### src/sv/toi_pkg.sv
// shared types and constants for the tick offset interpolator
package toi_pkg;

  // configuration register indexes
  localparam logic [1:0] CFG_USEC_PER_TICK  = 2'd0;
  localparam logic [1:0] CFG_USEC_FRAC      = 2'd1;

  // request command codes
  localparam logic CMD_TICK  = 1'b0;
  localparam logic CMD_QUERY = 1'b1;

  // field widths
  localparam int unsigned USEC_W = 20;
  localparam int unsigned WORD_W = 32;
  localparam int unsigned DWORD_W = 64;

  // step counter, last step index of each pass
  localparam int unsigned CNT_W = 6;
  localparam logic [CNT_W-1:0] DIV1_LAST = 6'd63;
  localparam logic [CNT_W-1:0] DIV2_LAST = 6'd51;
  localparam logic [CNT_W-1:0] MUL_LAST  = 6'd31;

  // the scaled dividend has 52 significant bits, so the second divide skips 12
  localparam int unsigned DIV2_SKIP = 12;

  typedef enum logic [3:0] {
    S_IDLE,
    S_TICK,
    S_QUERY,
    S_DIV1,
    S_DIV1_END,
    S_DIV2,
    S_DIV2_END,
    S_MUL_LOAD,
    S_MUL,
    S_CLAMP,
    S_WRITE
  } state_t;

  typedef enum logic [1:0] {
    UOP_IDLE,
    UOP_LOAD_DIV,
    UOP_LOAD_MUL,
    UOP_STEP
  } uop_t;

  typedef struct packed {
    uop_t               op;
    logic [DWORD_W-1:0] opnd_a;   // dividend or multiplier
    logic [DWORD_W-1:0] opnd_b;   // divisor or multiplicand
  } unit_cmd_t;

  typedef struct packed {
    logic [DWORD_W-1:0] quotient;
    logic [WORD_W-1:0]  prod_hi;
  } unit_res_t;

endpackage

### src/sv/toi_shift_unit.sv
// shared add/subtract unit doing one restoring-divide or shift-add multiply step per cycle on a step command
module toi_shift_unit (
  input  logic                 clk,
  input  toi_pkg::unit_cmd_t   ucmd,
  output toi_pkg::unit_res_t   ures
);
  import toi_pkg::*;

  logic               is_div;
  logic [DWORD_W-1:0] acc;    // remainder, or product high word
  logic [DWORD_W-1:0] sh;     // dividend shifting into quotient, or multiplier
  logic [DWORD_W-1:0] opnd;   // divisor or multiplicand

  logic [DWORD_W:0]   rem_sh;
  logic [DWORD_W+1:0] a_in;
  logic [DWORD_W+1:0] b_in;
  logic [DWORD_W+1:0] sum;
  logic               ge;

  always_comb begin
    rem_sh = {acc, sh[DWORD_W-1]};
    if (is_div) begin
      a_in = {1'b0, rem_sh};
      b_in = ~{2'b00, opnd};
    end else begin
      a_in = {{(DWORD_W-WORD_W+2){1'b0}}, acc[WORD_W-1:0]};
      b_in = sh[0] ? {{(DWORD_W-WORD_W+2){1'b0}}, opnd[WORD_W-1:0]} : '0;
    end
    sum = a_in + b_in + {{(DWORD_W+1){1'b0}}, is_div};
    ge  = ~sum[DWORD_W+1];
  end

  always_ff @(posedge clk) begin
    unique case (ucmd.op)
      UOP_LOAD_DIV: begin
        is_div <= 1'b1;
        acc    <= '0;
        sh     <= ucmd.opnd_a;
        opnd   <= ucmd.opnd_b;
      end
      UOP_LOAD_MUL: begin
        is_div <= 1'b0;
        acc    <= '0;
        sh     <= ucmd.opnd_a;
        opnd   <= ucmd.opnd_b;
      end
      UOP_STEP: begin
        if (is_div) begin
          acc <= ge ? sum[DWORD_W-1:0] : rem_sh[DWORD_W-1:0];
          sh  <= {sh[DWORD_W-2:0], ge};
        end else begin
          acc <= {{(DWORD_W-WORD_W){1'b0}}, sum[WORD_W:1]};
          sh  <= {{(DWORD_W-WORD_W){1'b0}}, sum[0], sh[WORD_W-1:1]};
        end
      end
      UOP_IDLE: begin
      end
    endcase
  end

  assign ures.quotient = sh;
  assign ures.prod_hi  = acc[WORD_W-1:0];

endmodule

### src/sv/tick_offset_interpolator.sv
// tick offset interpolator top level: handshake, state, sequencer and assertions
//
//  channel   dir  handshake              payload
//  request   in   in_valid / in_ready    cmd, counter_now, tick_count
//  result    out  out_valid / out_ready  offset_usec, clear_counter
//  config    in   cfg_wr_en              cfg_index, cfg_wdata
//
//  a tick request passes the tick and write-back states before its result is valid
//  a query without reciprocal refresh runs the multiply pass only; with refresh it runs
//  the divide passes first; the passes share the add/subtract unit, which retires one
//  quotient bit (64 + 52 steps) or one multiplier bit (32 steps) per cycle
//  rst clears the sequencer, sample words, reciprocal and config to defaults
//  a held result stalls only the write-back; the next request is taken while it waits
module tick_offset_interpolator (
  input  logic                        clk,
  input  logic                        rst,
  // configuration
  input  logic                        cfg_wr_en,
  input  logic [1:0]                  cfg_index,
  input  logic [toi_pkg::WORD_W-1:0]  cfg_wdata,
  // request channel
  input  logic                        in_valid,
  output logic                        in_ready,
  input  logic                        cmd,
  input  logic [toi_pkg::WORD_W-1:0]  counter_now,
  input  logic [toi_pkg::WORD_W-1:0]  tick_count,
  // result channel
  output logic                        out_valid,
  input  logic                        out_ready,
  output logic [toi_pkg::USEC_W-1:0]  offset_usec,
  output logic                        clear_counter
);
  import toi_pkg::*;

  // configuration registers
  logic [USEC_W-1:0] usec_per_tick;
  logic [WORD_W-1:0] usec_per_tick_frac;

  // architectural state
  logic [WORD_W-1:0] sample_high;
  logic [WORD_W-1:0] sample_low;
  logic [WORD_W-1:0] reciprocal;
  logic [WORD_W-1:0] last_tick_seen;

  // captured request
  logic [WORD_W-1:0] req_now;
  logic [WORD_W-1:0] req_ticks;

  // pending result
  logic [USEC_W-1:0] res_offset;
  logic              res_clear;

  state_t            state;
  state_t            state_next;
  logic [CNT_W-1:0]  cnt;

  unit_cmd_t         ucmd;
  unit_res_t         ures;

  logic              refresh;     // tick count moved and is nonzero
  logic              out_free;    // output register can take a result
  logic [WORD_W-1:0] delta;

  assign refresh  = (last_tick_seen != req_ticks) && (req_ticks != '0);
  assign out_free = ~out_valid | out_ready;
  assign delta    = req_now - sample_low;   // wraps modulo 2^32

  toi_shift_unit u_unit (
    .clk  (clk),
    .ucmd (ucmd),
    .ures (ures)
  );

  // next state
  always_comb begin
    state_next = state;
    unique case (state)
      S_IDLE: begin
        if (in_valid) begin
          state_next = (cmd == CMD_QUERY) ? S_QUERY : S_TICK;
        end
      end
      S_TICK:     state_next = S_WRITE;
      S_QUERY:    state_next = refresh ? S_DIV1 : S_MUL_LOAD;
      S_DIV1: begin
        if (cnt == '0) begin
          state_next = S_DIV1_END;
        end
      end
      // zero cycles per tick keeps the old reciprocal
      S_DIV1_END: state_next = (ures.quotient == '0) ? S_MUL_LOAD : S_DIV2;
      S_DIV2: begin
        if (cnt == '0) begin
          state_next = S_DIV2_END;
        end
      end
      S_DIV2_END: state_next = S_MUL_LOAD;
      S_MUL_LOAD: state_next = S_MUL;
      S_MUL: begin
        if (cnt == '0) begin
          state_next = S_CLAMP;
        end
      end
      S_CLAMP:    state_next = S_WRITE;
      S_WRITE: begin
        if (out_free) begin
          state_next = S_IDLE;
        end
      end
      default:    state_next = S_IDLE;
    endcase
  end

  // sequencer outputs: ready and shared unit command
  always_comb begin
    in_ready    = 1'b0;
    ucmd.op     = UOP_IDLE;
    ucmd.opnd_a = '0;
    ucmd.opnd_b = '0;
    unique case (state)
      S_IDLE: in_ready = 1'b1;
      S_QUERY: begin
        // cycles per tick = stored 64-bit count / tick count
        if (refresh) begin
          ucmd.op     = UOP_LOAD_DIV;
          ucmd.opnd_a = {sample_high, sample_low};
          ucmd.opnd_b = {{(DWORD_W-WORD_W){1'b0}}, req_ticks};
        end
      end
      S_DIV1_END: begin
        // reciprocal = (usec:frac) / cycles per tick, top 12 zero bits pre-shifted
        if (ures.quotient != '0) begin
          ucmd.op     = UOP_LOAD_DIV;
          ucmd.opnd_a = {usec_per_tick, usec_per_tick_frac, {DIV2_SKIP{1'b0}}};
          ucmd.opnd_b = ures.quotient;
        end
      end
      S_MUL_LOAD: begin
        ucmd.op     = UOP_LOAD_MUL;
        ucmd.opnd_a = {{(DWORD_W-WORD_W){1'b0}}, delta};
        ucmd.opnd_b = {{(DWORD_W-WORD_W){1'b0}}, reciprocal};
      end
      S_DIV1, S_DIV2, S_MUL: ucmd.op = UOP_STEP;
      S_TICK, S_DIV2_END, S_CLAMP, S_WRITE: begin
      end
      default: begin
      end
    endcase
  end

  // control registers
  always_ff @(posedge clk) begin
    if (rst) begin
      state     <= S_IDLE;
      cnt       <= '0;
      out_valid <= 1'b0;
    end else begin
      state <= state_next;
      unique case (state)
        S_QUERY:                cnt <= DIV1_LAST;
        S_DIV1_END:             cnt <= DIV2_LAST;
        S_MUL_LOAD:             cnt <= MUL_LAST;
        S_DIV1, S_DIV2, S_MUL:  cnt <= cnt - 1'b1;
        default: begin
        end
      endcase
      if (state == S_WRITE && out_free) begin
        out_valid <= 1'b1;
      end else if (out_ready) begin
        out_valid <= 1'b0;
      end
    end
  end

  // configuration writes, indexes past the list are dropped
  always_ff @(posedge clk) begin
    if (rst) begin
      usec_per_tick      <= USEC_W'(10000);
      usec_per_tick_frac <= '0;
    end else if (cfg_wr_en) begin
      if (cfg_index == CFG_USEC_PER_TICK) begin
        usec_per_tick <= cfg_wdata[USEC_W-1:0];
      end else if (cfg_index == CFG_USEC_FRAC) begin
        usec_per_tick_frac <= cfg_wdata;
      end
    end
  end

  // sample words, reciprocal and last tick seen
  always_ff @(posedge clk) begin
    if (rst) begin
      sample_high    <= '0;
      sample_low     <= '0;
      reciprocal     <= '0;
      last_tick_seen <= '0;
    end else begin
      if (state == S_TICK) begin
        if (req_ticks == '1) begin
          // tick count rolled to all ones: restart the count
          sample_high <= '0;
          sample_low  <= '0;
        end else begin
          if (req_now < sample_low) begin
            sample_high <= sample_high + 1'b1;   // counter wrapped since last tick
          end
          sample_low <= req_now;
        end
      end
      if (state == S_QUERY) begin
        last_tick_seen <= req_ticks;
      end
      if (state == S_DIV2_END) begin
        // quotient above 32 bits saturates
        reciprocal <= (ures.quotient[DWORD_W-1:WORD_W] != '0) ? '1
                                                              : ures.quotient[WORD_W-1:0];
      end
    end
  end

  // request capture, pending result and output payload
  always_ff @(posedge clk) begin
    if (state == S_IDLE && in_valid) begin
      req_now   <= counter_now;
      req_ticks <= tick_count;
    end
    if (state == S_TICK) begin
      res_offset <= '0;
      res_clear  <= (req_ticks == '1);
    end
    if (state == S_CLAMP) begin
      res_clear <= 1'b0;
      // upper product word, held below usec_per_tick, or zero when usec_per_tick is zero
      if (usec_per_tick == '0) begin
        res_offset <= '0;
      end else if (ures.prod_hi >= {{(WORD_W-USEC_W){1'b0}}, usec_per_tick}) begin
        res_offset <= usec_per_tick - 1'b1;
      end else begin
        res_offset <= ures.prod_hi[USEC_W-1:0];
      end
    end
    if (state == S_WRITE && out_free) begin
      offset_usec   <= res_offset;
      clear_counter <= res_clear;
    end
  end

`ifndef ASSERT_OFF
  // one request in flight: busy right after an accept
  a_busy_after_accept: assert property (@(posedge clk) disable iff (rst)
    in_valid && in_ready |=> !in_ready)
    else $error("request accepted while previous one still in work");

  // a counter clear request never carries an offset
  a_clear_no_offset: assert property (@(posedge clk) disable iff (rst)
    out_valid && clear_counter |-> offset_usec == '0)
    else $error("clear_counter with nonzero offset");

  // offsets stay below one tick
  a_offset_range: assert property (@(posedge clk) disable iff (rst)
    out_valid && usec_per_tick != '0 |-> offset_usec < usec_per_tick)
    else $error("offset not below usec_per_tick");

  // a multiply pass always starts with a full step count
  a_step_window: assert property (@(posedge clk) disable iff (rst)
    state == S_MUL_LOAD |=> state == S_MUL && cnt == MUL_LAST)
    else $error("multiply pass not started with a full step count");
`endif

endmodule
### config.mk
export PLATFORM = sky130hd
export DESIGN_NAME = tick_offset_interpolator
export DESIGN_NICKNAME = d
export VERILOG_FILES = /design/src/sv/toi_pkg.sv /design/src/sv/toi_shift_unit.sv /design/src/sv/tick_offset_interpolator.sv
export SDC_FILE = /design/constraint.sdc
export NUM_CORES = 1
export LEC_CHECK = 0
export BUFFER_PORTS_ARGS = -buffer_cell sky130_fd_sc_hd__buf_2
export CORE_MARGIN = 8
export CORE_UTILIZATION = 60
export CTS_CLUSTER_DIAMETER = 150
export DETAILED_ROUTE_END_ITERATION = 8
export MAX_ROUTING_LAYER = met4
export PLACE_DENSITY = 0.74
export SYNTH_ARGS = -nofsm -noshare
export SYNTH_HDL_FRONTEND = slang
export SYNTH_SLANG_ARGS = --single-unit
export TNS_END_PERCENT = 5
### constraint.sdc
create_clock -name clk -period 7.4 [get_ports clk]
set_input_delay 0.74 -clock clk [delete_from_list [all_inputs] [get_ports clk]]
set_output_delay 0.74 -clock clk [all_outputs]
set_load 0.05 [all_outputs]
==> results of run 1 <==
-- kinds of logic (layout without fill, tap and decap cells) --
kind of cell	count (synthesis)	count (layout)	synth area share, %
flops	490	490	45.4
compound gates	808	808	18.3
simple gates	1110	1110	18.5
mux	71	71	2.83
buf+inv	345	404	4.63
fa+ha+maj	124	124	5.59
xor+xnor	151	151	4.70
other cells	0	2	0
-- worst max-delay path, stage by stage, from the launching register on --
cell and delay, ns:
edfxtp_1 0.42, nor4_1 0.36, nand4_1 0.19, or2_1 0.70, or4_1 1.11, and2_2 0.40
nor3_1 0.42, inv_2 0.06, ha_2 0.43, buf_4 0.36, and2_1 0.36, and3_1 0.25
a41o_1 0.20, a211o_1 0.22
-- through the flow --
stage	util (%)	setup slack (ns)	hold slack (ns)	total power, W
6_report	66.8	1.63	0.307	0.0165
5_1_grt	66.8	1.38	0.286	0.0175
4_1_cts	66.8	1.75	0.278	0.0164
3_5_place_dp	62.7	1.78	0.408	0.0134
3_3_place_gp	62.7	1.83	0.401	0.0133
2_1_floorplan	-	2.08	0.400	0.0111
-- path summary, 6_finish.rpt --
check                   from             end  slack (ns)  depth (start not counted)
max reg2reg    u_unit.sh[56]  u_unit.acc[62]        1.63                         13
min reg2reg    res_offset[9]  offset_usec[9]        0.42                          0
max            u_unit.sh[56]  u_unit.acc[62]        1.63                         13
min          counter_now[13]     req_now[13]        0.31                          1
-- power groups by stage --
stage	registers (W)	clock network (W)	logic, W
final	0.00503	0.00290	0.00855
after floorplan	0.00470	0	0.00643
after global placement	0.00501	0	0.00824
after global routing	0.00511	0.00303	0.00935
after CTS	0.00501	0.00293	0.00842
after detailed placement	0.00506	0	0.00836
-- layer usage --
layer  GRT usage, %  vias to the layer above
li1               -                    11312
met2           47.1                     1068
met1           39.0                    11454
met4           15.2                        0
met3           4.79                      243
met5              -                        -
-- area by class of cell --
cell class                      instances  area [um^2]  area share (%)
Multi-Input combinational cell       2264        14100            45.5
Sequential cell                       490        12800            41.2
Clock buffer                           69         1520            4.90
Timing Repair Buffer                  161          896            2.89
Tap cell                              607          759            2.45
Inverter                              146          551            1.77
Clock inverter                         28          392            1.26
Antenna cell                            2         5.00          0.0161
-- layout by cell type (no fill, tap or decap), types with 50 or more instances in the layout --
cell       Yosys  layout
xnor2_1      112     112
o21ai_0       76      76
buf_2          7     125
nor2_1       197     195
a22oi_1       54      54
nand3_1       51      51
nor3_1        95      93
mux2_2        69      69
clkbuf_16      0      57
ha_1         121     120
nand2_1      445     445
dfxtp_1      192     192
o21ai_1       93      92
nand4_1       57      57
a21o_1        53      53
inv_1        143     141
a21oi_1      260     260
edfxtp_1     298     298
nor2b_1       51      50
==> impl_metrics.tcl, run 1 <==
set metrics [dict create \
    worstSkewPairLatency_ns 0.61 \
    yosysTopAreaCell "edfxtp_1" \
    postCtsSetupBuffers 0 \
    fill_cells 3782 \
    setup_viol 0 \
    yosysMostFrequentCell "nand2_1" \
    p_seq_share_pct 30.5 \
    clock_path_buffers 3 \
    relSlewSlack_pct 14.9 \
    synth_top_area_share_pct 31.8 \
    crit_path_start_kind "register" \
    worstSetupPathType "register to register" \
    synthArstFlopShare_pct 0 \
    wl_per_cell_um 21.9 \
    drv_cap 0 \
    hold_buffers 0 \
    synthCells 3099 \
    netlist_area_um2 28200 \
    finalCritPeriodShare_pct 78.0 \
    gp_congestion 0.984 \
    rsz0062_at_grt "no" \
    core_area_um2 46500 \
    final_area_um2 31000 \
    die_h_um 233 \
    io_buffers 126 \
    violations "design-rule violations" \
    vdd_drop_max_mv 0.386 \
    tightest_slew_ns 1.28 \
    cts.sinks 490 \
    firstDrtPassIters 9 \
    drc 1 \
    ys_warn_count 0 \
    avgViaCountPerCell 6.39 \
    finalSetupTns_ns 0 \
    ioPinCount 127 \
    wl_met2_mm 37.7 \
    fin_crit_ns 5.77 \
    cts_tree "yes" \
    ys_seq_area_share_pct 45.4 \
    syn_nets 3327 \
    synth.distinct_cells 73 \
    hpwlAfterDp_mm 60.2 \
    ys.flop_type "edfxtp_1" \
    die-area_um2 54100 \
    met1_length_mm 34.3 \
    routed_wl_mm 82.6 \
    drive_gt1_share_pct 11.1 \
    grt_usage_pct 30.5 \
    worst_ep_required_time_ns 7.75 \
    p_sw_share_pct 45.5 \
    die-width_um 233 \
    post_cts_resized 0 \
    hold_viol_final 0 \
    largest_registers "u_unit.acc (64), u_unit.opnd (64), u_unit.sh (64)" \
    fmax_mhz 173 \
    rows 79 \
    slew_viol_final 0 \
    clkTransAtPathRegs_ns 0.06 \
    pwr_density_cell_nw_per_um2 531 \
    start_util_pct 60.6 \
    grt-ovfl-total 0 \
    synth_edf_count 298 \
    worst_setup_path_end_kind "register" \
    grt_pass1_vias 22778 \
    placed_cells 3668 \
    ant_nets 0 \
    switching_power_w 0.00750 \
    top_layer "met4" \
    cp_max_fo 36 \
    clock_skew_ns 0.0229 \
    synth_area_leaders "edfxtp_1, dfxtp_1, nand2_1" \
    comb_power_share_pct 51.9 \
    wl_met3_mm 5.84 \
    ys_seq_elements 490 \
    clockPowerShare_pct 17.6 \
    synth_common_cells "nand2_1, edfxtp_1, a21oi_1, nor2_1, dfxtp_1" \
    antenna_found_initial 2 \
    intPower_w 0.00899 \
    grt_first_pass_wirelength_mm 128 \
    vias 24077 \
    place_area_um2 29100 \
    arrival_ns 6.12 \
    nNetsFinal 3343 \
    p_leak_nw 11.4 \
    hp-class "primary input to register" \
    synth.avg_cell_area_um2 9.09 \
    stdcell_count 3767 \
    status "finished with violations" \
    area_growth_pct 10.2 \
    htree_levels 2 \
    grt_max_degree 97 \
    clockRootBuffer "clkbuf_16" \
    numCtsBuffers 52 \
    drtIter0Drc 2539 \
]
Power figures use the tool's default switching activity.
==> run 2: changes to the inputs <==
clock period = 5.89 ns   (was 7.4 ns; I/O delays follow)
==> impl_metrics.tcl, run 2 (same netlist as run 1, synthesis figures left out) <==
set metrics [dict create \
    vdd_drop_max_mv 0.429 \
    tightest_slew_ns 1.17 \
    cts_tree "yes" \
    relSlewSlack_pct 21.6 \
    p_seq_share_pct 31.3 \
    gr-usage-met2_pct 47.6 \
    use_met3_pct 4.01 \
    rows 79 \
    intPower_w 0.0109 \
    clockRootBuffer "clkbuf_16" \
    antenna_cells 0 \
    grt_first_pass_wirelength_mm 127 \
    worstSetupPathType "register to register" \
    worstSkewPairLatency_ns 0.60 \
    gp_congestion 0.958 \
    firstDrtPassIters 8 \
    status "completed" \
    fmax_mhz 208 \
    avgViaCountPerCell 6.37 \
    io_buffers 126 \
    vias 23974 \
    pwr_density_cell_nw_per_um2 661 \
    final_cell_mix "nand2_1, edfxtp_1, a21oi_1" \
    drc 0 \
    drive_gt1_share_pct 10.9 \
    grt_max_degree 101 \
    routed_wl_mm 82.6 \
    wl_per_cell_um 21.9 \
    p_total_w 0.0204 \
    p_sw_share_pct 46.6 \
    post-place-ws_ns 1.20 \
    worst_ep_required_time_ns 6.22 \
    clkTransAtPathRegs_ns 0.06 \
    drv_cap 0 \
    hp-class "primary input to register" \
    area_growth_pct 9.27 \
    worst_setup_path_end_kind "register" \
    clock_skew_ns 0.0248 \
    post_cts_resized 0 \
    cts.sinks 490 \
    clock_path_buffers 3 \
    htree_levels 2 \
    hold_buffers 0 \
    start_util_pct 60.6 \
    core_area_um2 46500 \
    numCtsBuffers 51 \
    cp_max_fo 100 \
    rsz0062_at_grt "no" \
    arrival_ns 5.13 \
    finalCritPeriodShare_pct 81.4 \
    use_met1_pct 38.9 \
    slew_viol_final 0 \
    ant_nets 0 \
    die-width_um 233 \
    clockPowerShare_pct 15.3 \
    drtIter0Drc 2971 \
    largest_registers "u_unit.acc (64), u_unit.opnd (64), u_unit.sh (64)" \
    grt_pass1_vias 22607 \
    hpwlAfterDp_mm 60.4 \
    ioPinCount 127 \
    postCtsSetupBuffers 0 \
    grt_busiest_layer "met2" \
    grt_usage_pct 30.3 \
    antenna_found_initial 0 \
    setup_slack_ns 1.09 \
    nNetsFinal 3348 \
    fin_crit_ns 4.80 \
    comb_power_share_pct 53.3 \
    die_h_um 233 \
    die-area_um2 54100 \
    setup_viol 0 \
    finalSetupTns_ns 0 \
    grt-ovfl-total 0 \
    p_leak_nw 11.3 \
    switching_power_w 0.00947 \
    final_common_cell "nand2_1" \
    hold_ws_ns 0.168 \
    crit_path_start_kind "register" \
    hold_viol_final 0 \
]
run 2: worst paths after layout:
| kind | end | cells past startpoint | slack (ns) | from |
|---|---|---|---|---|
| max | u_unit.acc[22] | 15 | 1.09 | u_unit.is_div |
| min | req_now[25] | 1 | 0.17 | counter_now[25] |
| max reg2reg | u_unit.acc[22] | 15 | 1.09 | u_unit.is_div |
| min reg2reg | offset_usec[10] | 0 | 0.41 | res_offset[10] |
run 2: power by group through the flow:
stage,Clock (W),Combinational [W],Sequential [W]
final,0.00312,0.0109,0.00638
after global routing,0.00327,0.0118,0.00645
after CTS,0.00315,0.0106,0.00633
after detailed placement,0,0.0105,0.00639
after global placement,0,0.0104,0.00638
after floorplan,0,0.00807,0.00590
run 2: area by class of cell:
type	instances	area [um^2]
fill	3788	15700
multi-input combinational	2264	14100
sequential	490	12800
clock buffer	64	1400
timing repair buffer	167	953
tap	607	759
inverter	146	551
clock inverter	26	191
run 2: through the flow:
stage / cell area [um^2] / cells / util, %
after detailed placement: 29200 / 3674 / 62.8
after CTS: 30800 / 3764 / 66.2
final: 30800 / 3764 / 66.2
after global routing: 30800 / 3764 / 66.2
after floorplan: 28200 / 3099 / -
after global placement: 29200 / 3674 / 62.8
run 2: routing by layer:
| metal | part of all wire (%) | routed length, um |
|---|---|---|
| met5 | 0 | 0 |
| met4 | 5.2 | 4250 |
| met3 | 7.3 | 5990 |
| met2 | 47 | 38400 |
| met1 | 41 | 33900 |
run 2: worst max-delay path, stage by stage, from the launching register on:
cell	delay [ns]
edfxtp_1	0.43
buf_12	0.33
buf_4	0.53
and2_1	0.22
ha_1	0.30
nand4_1	0.30
nor2_1	0.17
nand4_1	0.15
nor2_1	0.22
o211ai_1	0.20
nand3_1	0.27
a31o_2	0.46
buf_4	0.39
buf_4	0.25
o22ai_1	0.08
o21a_1	0.18
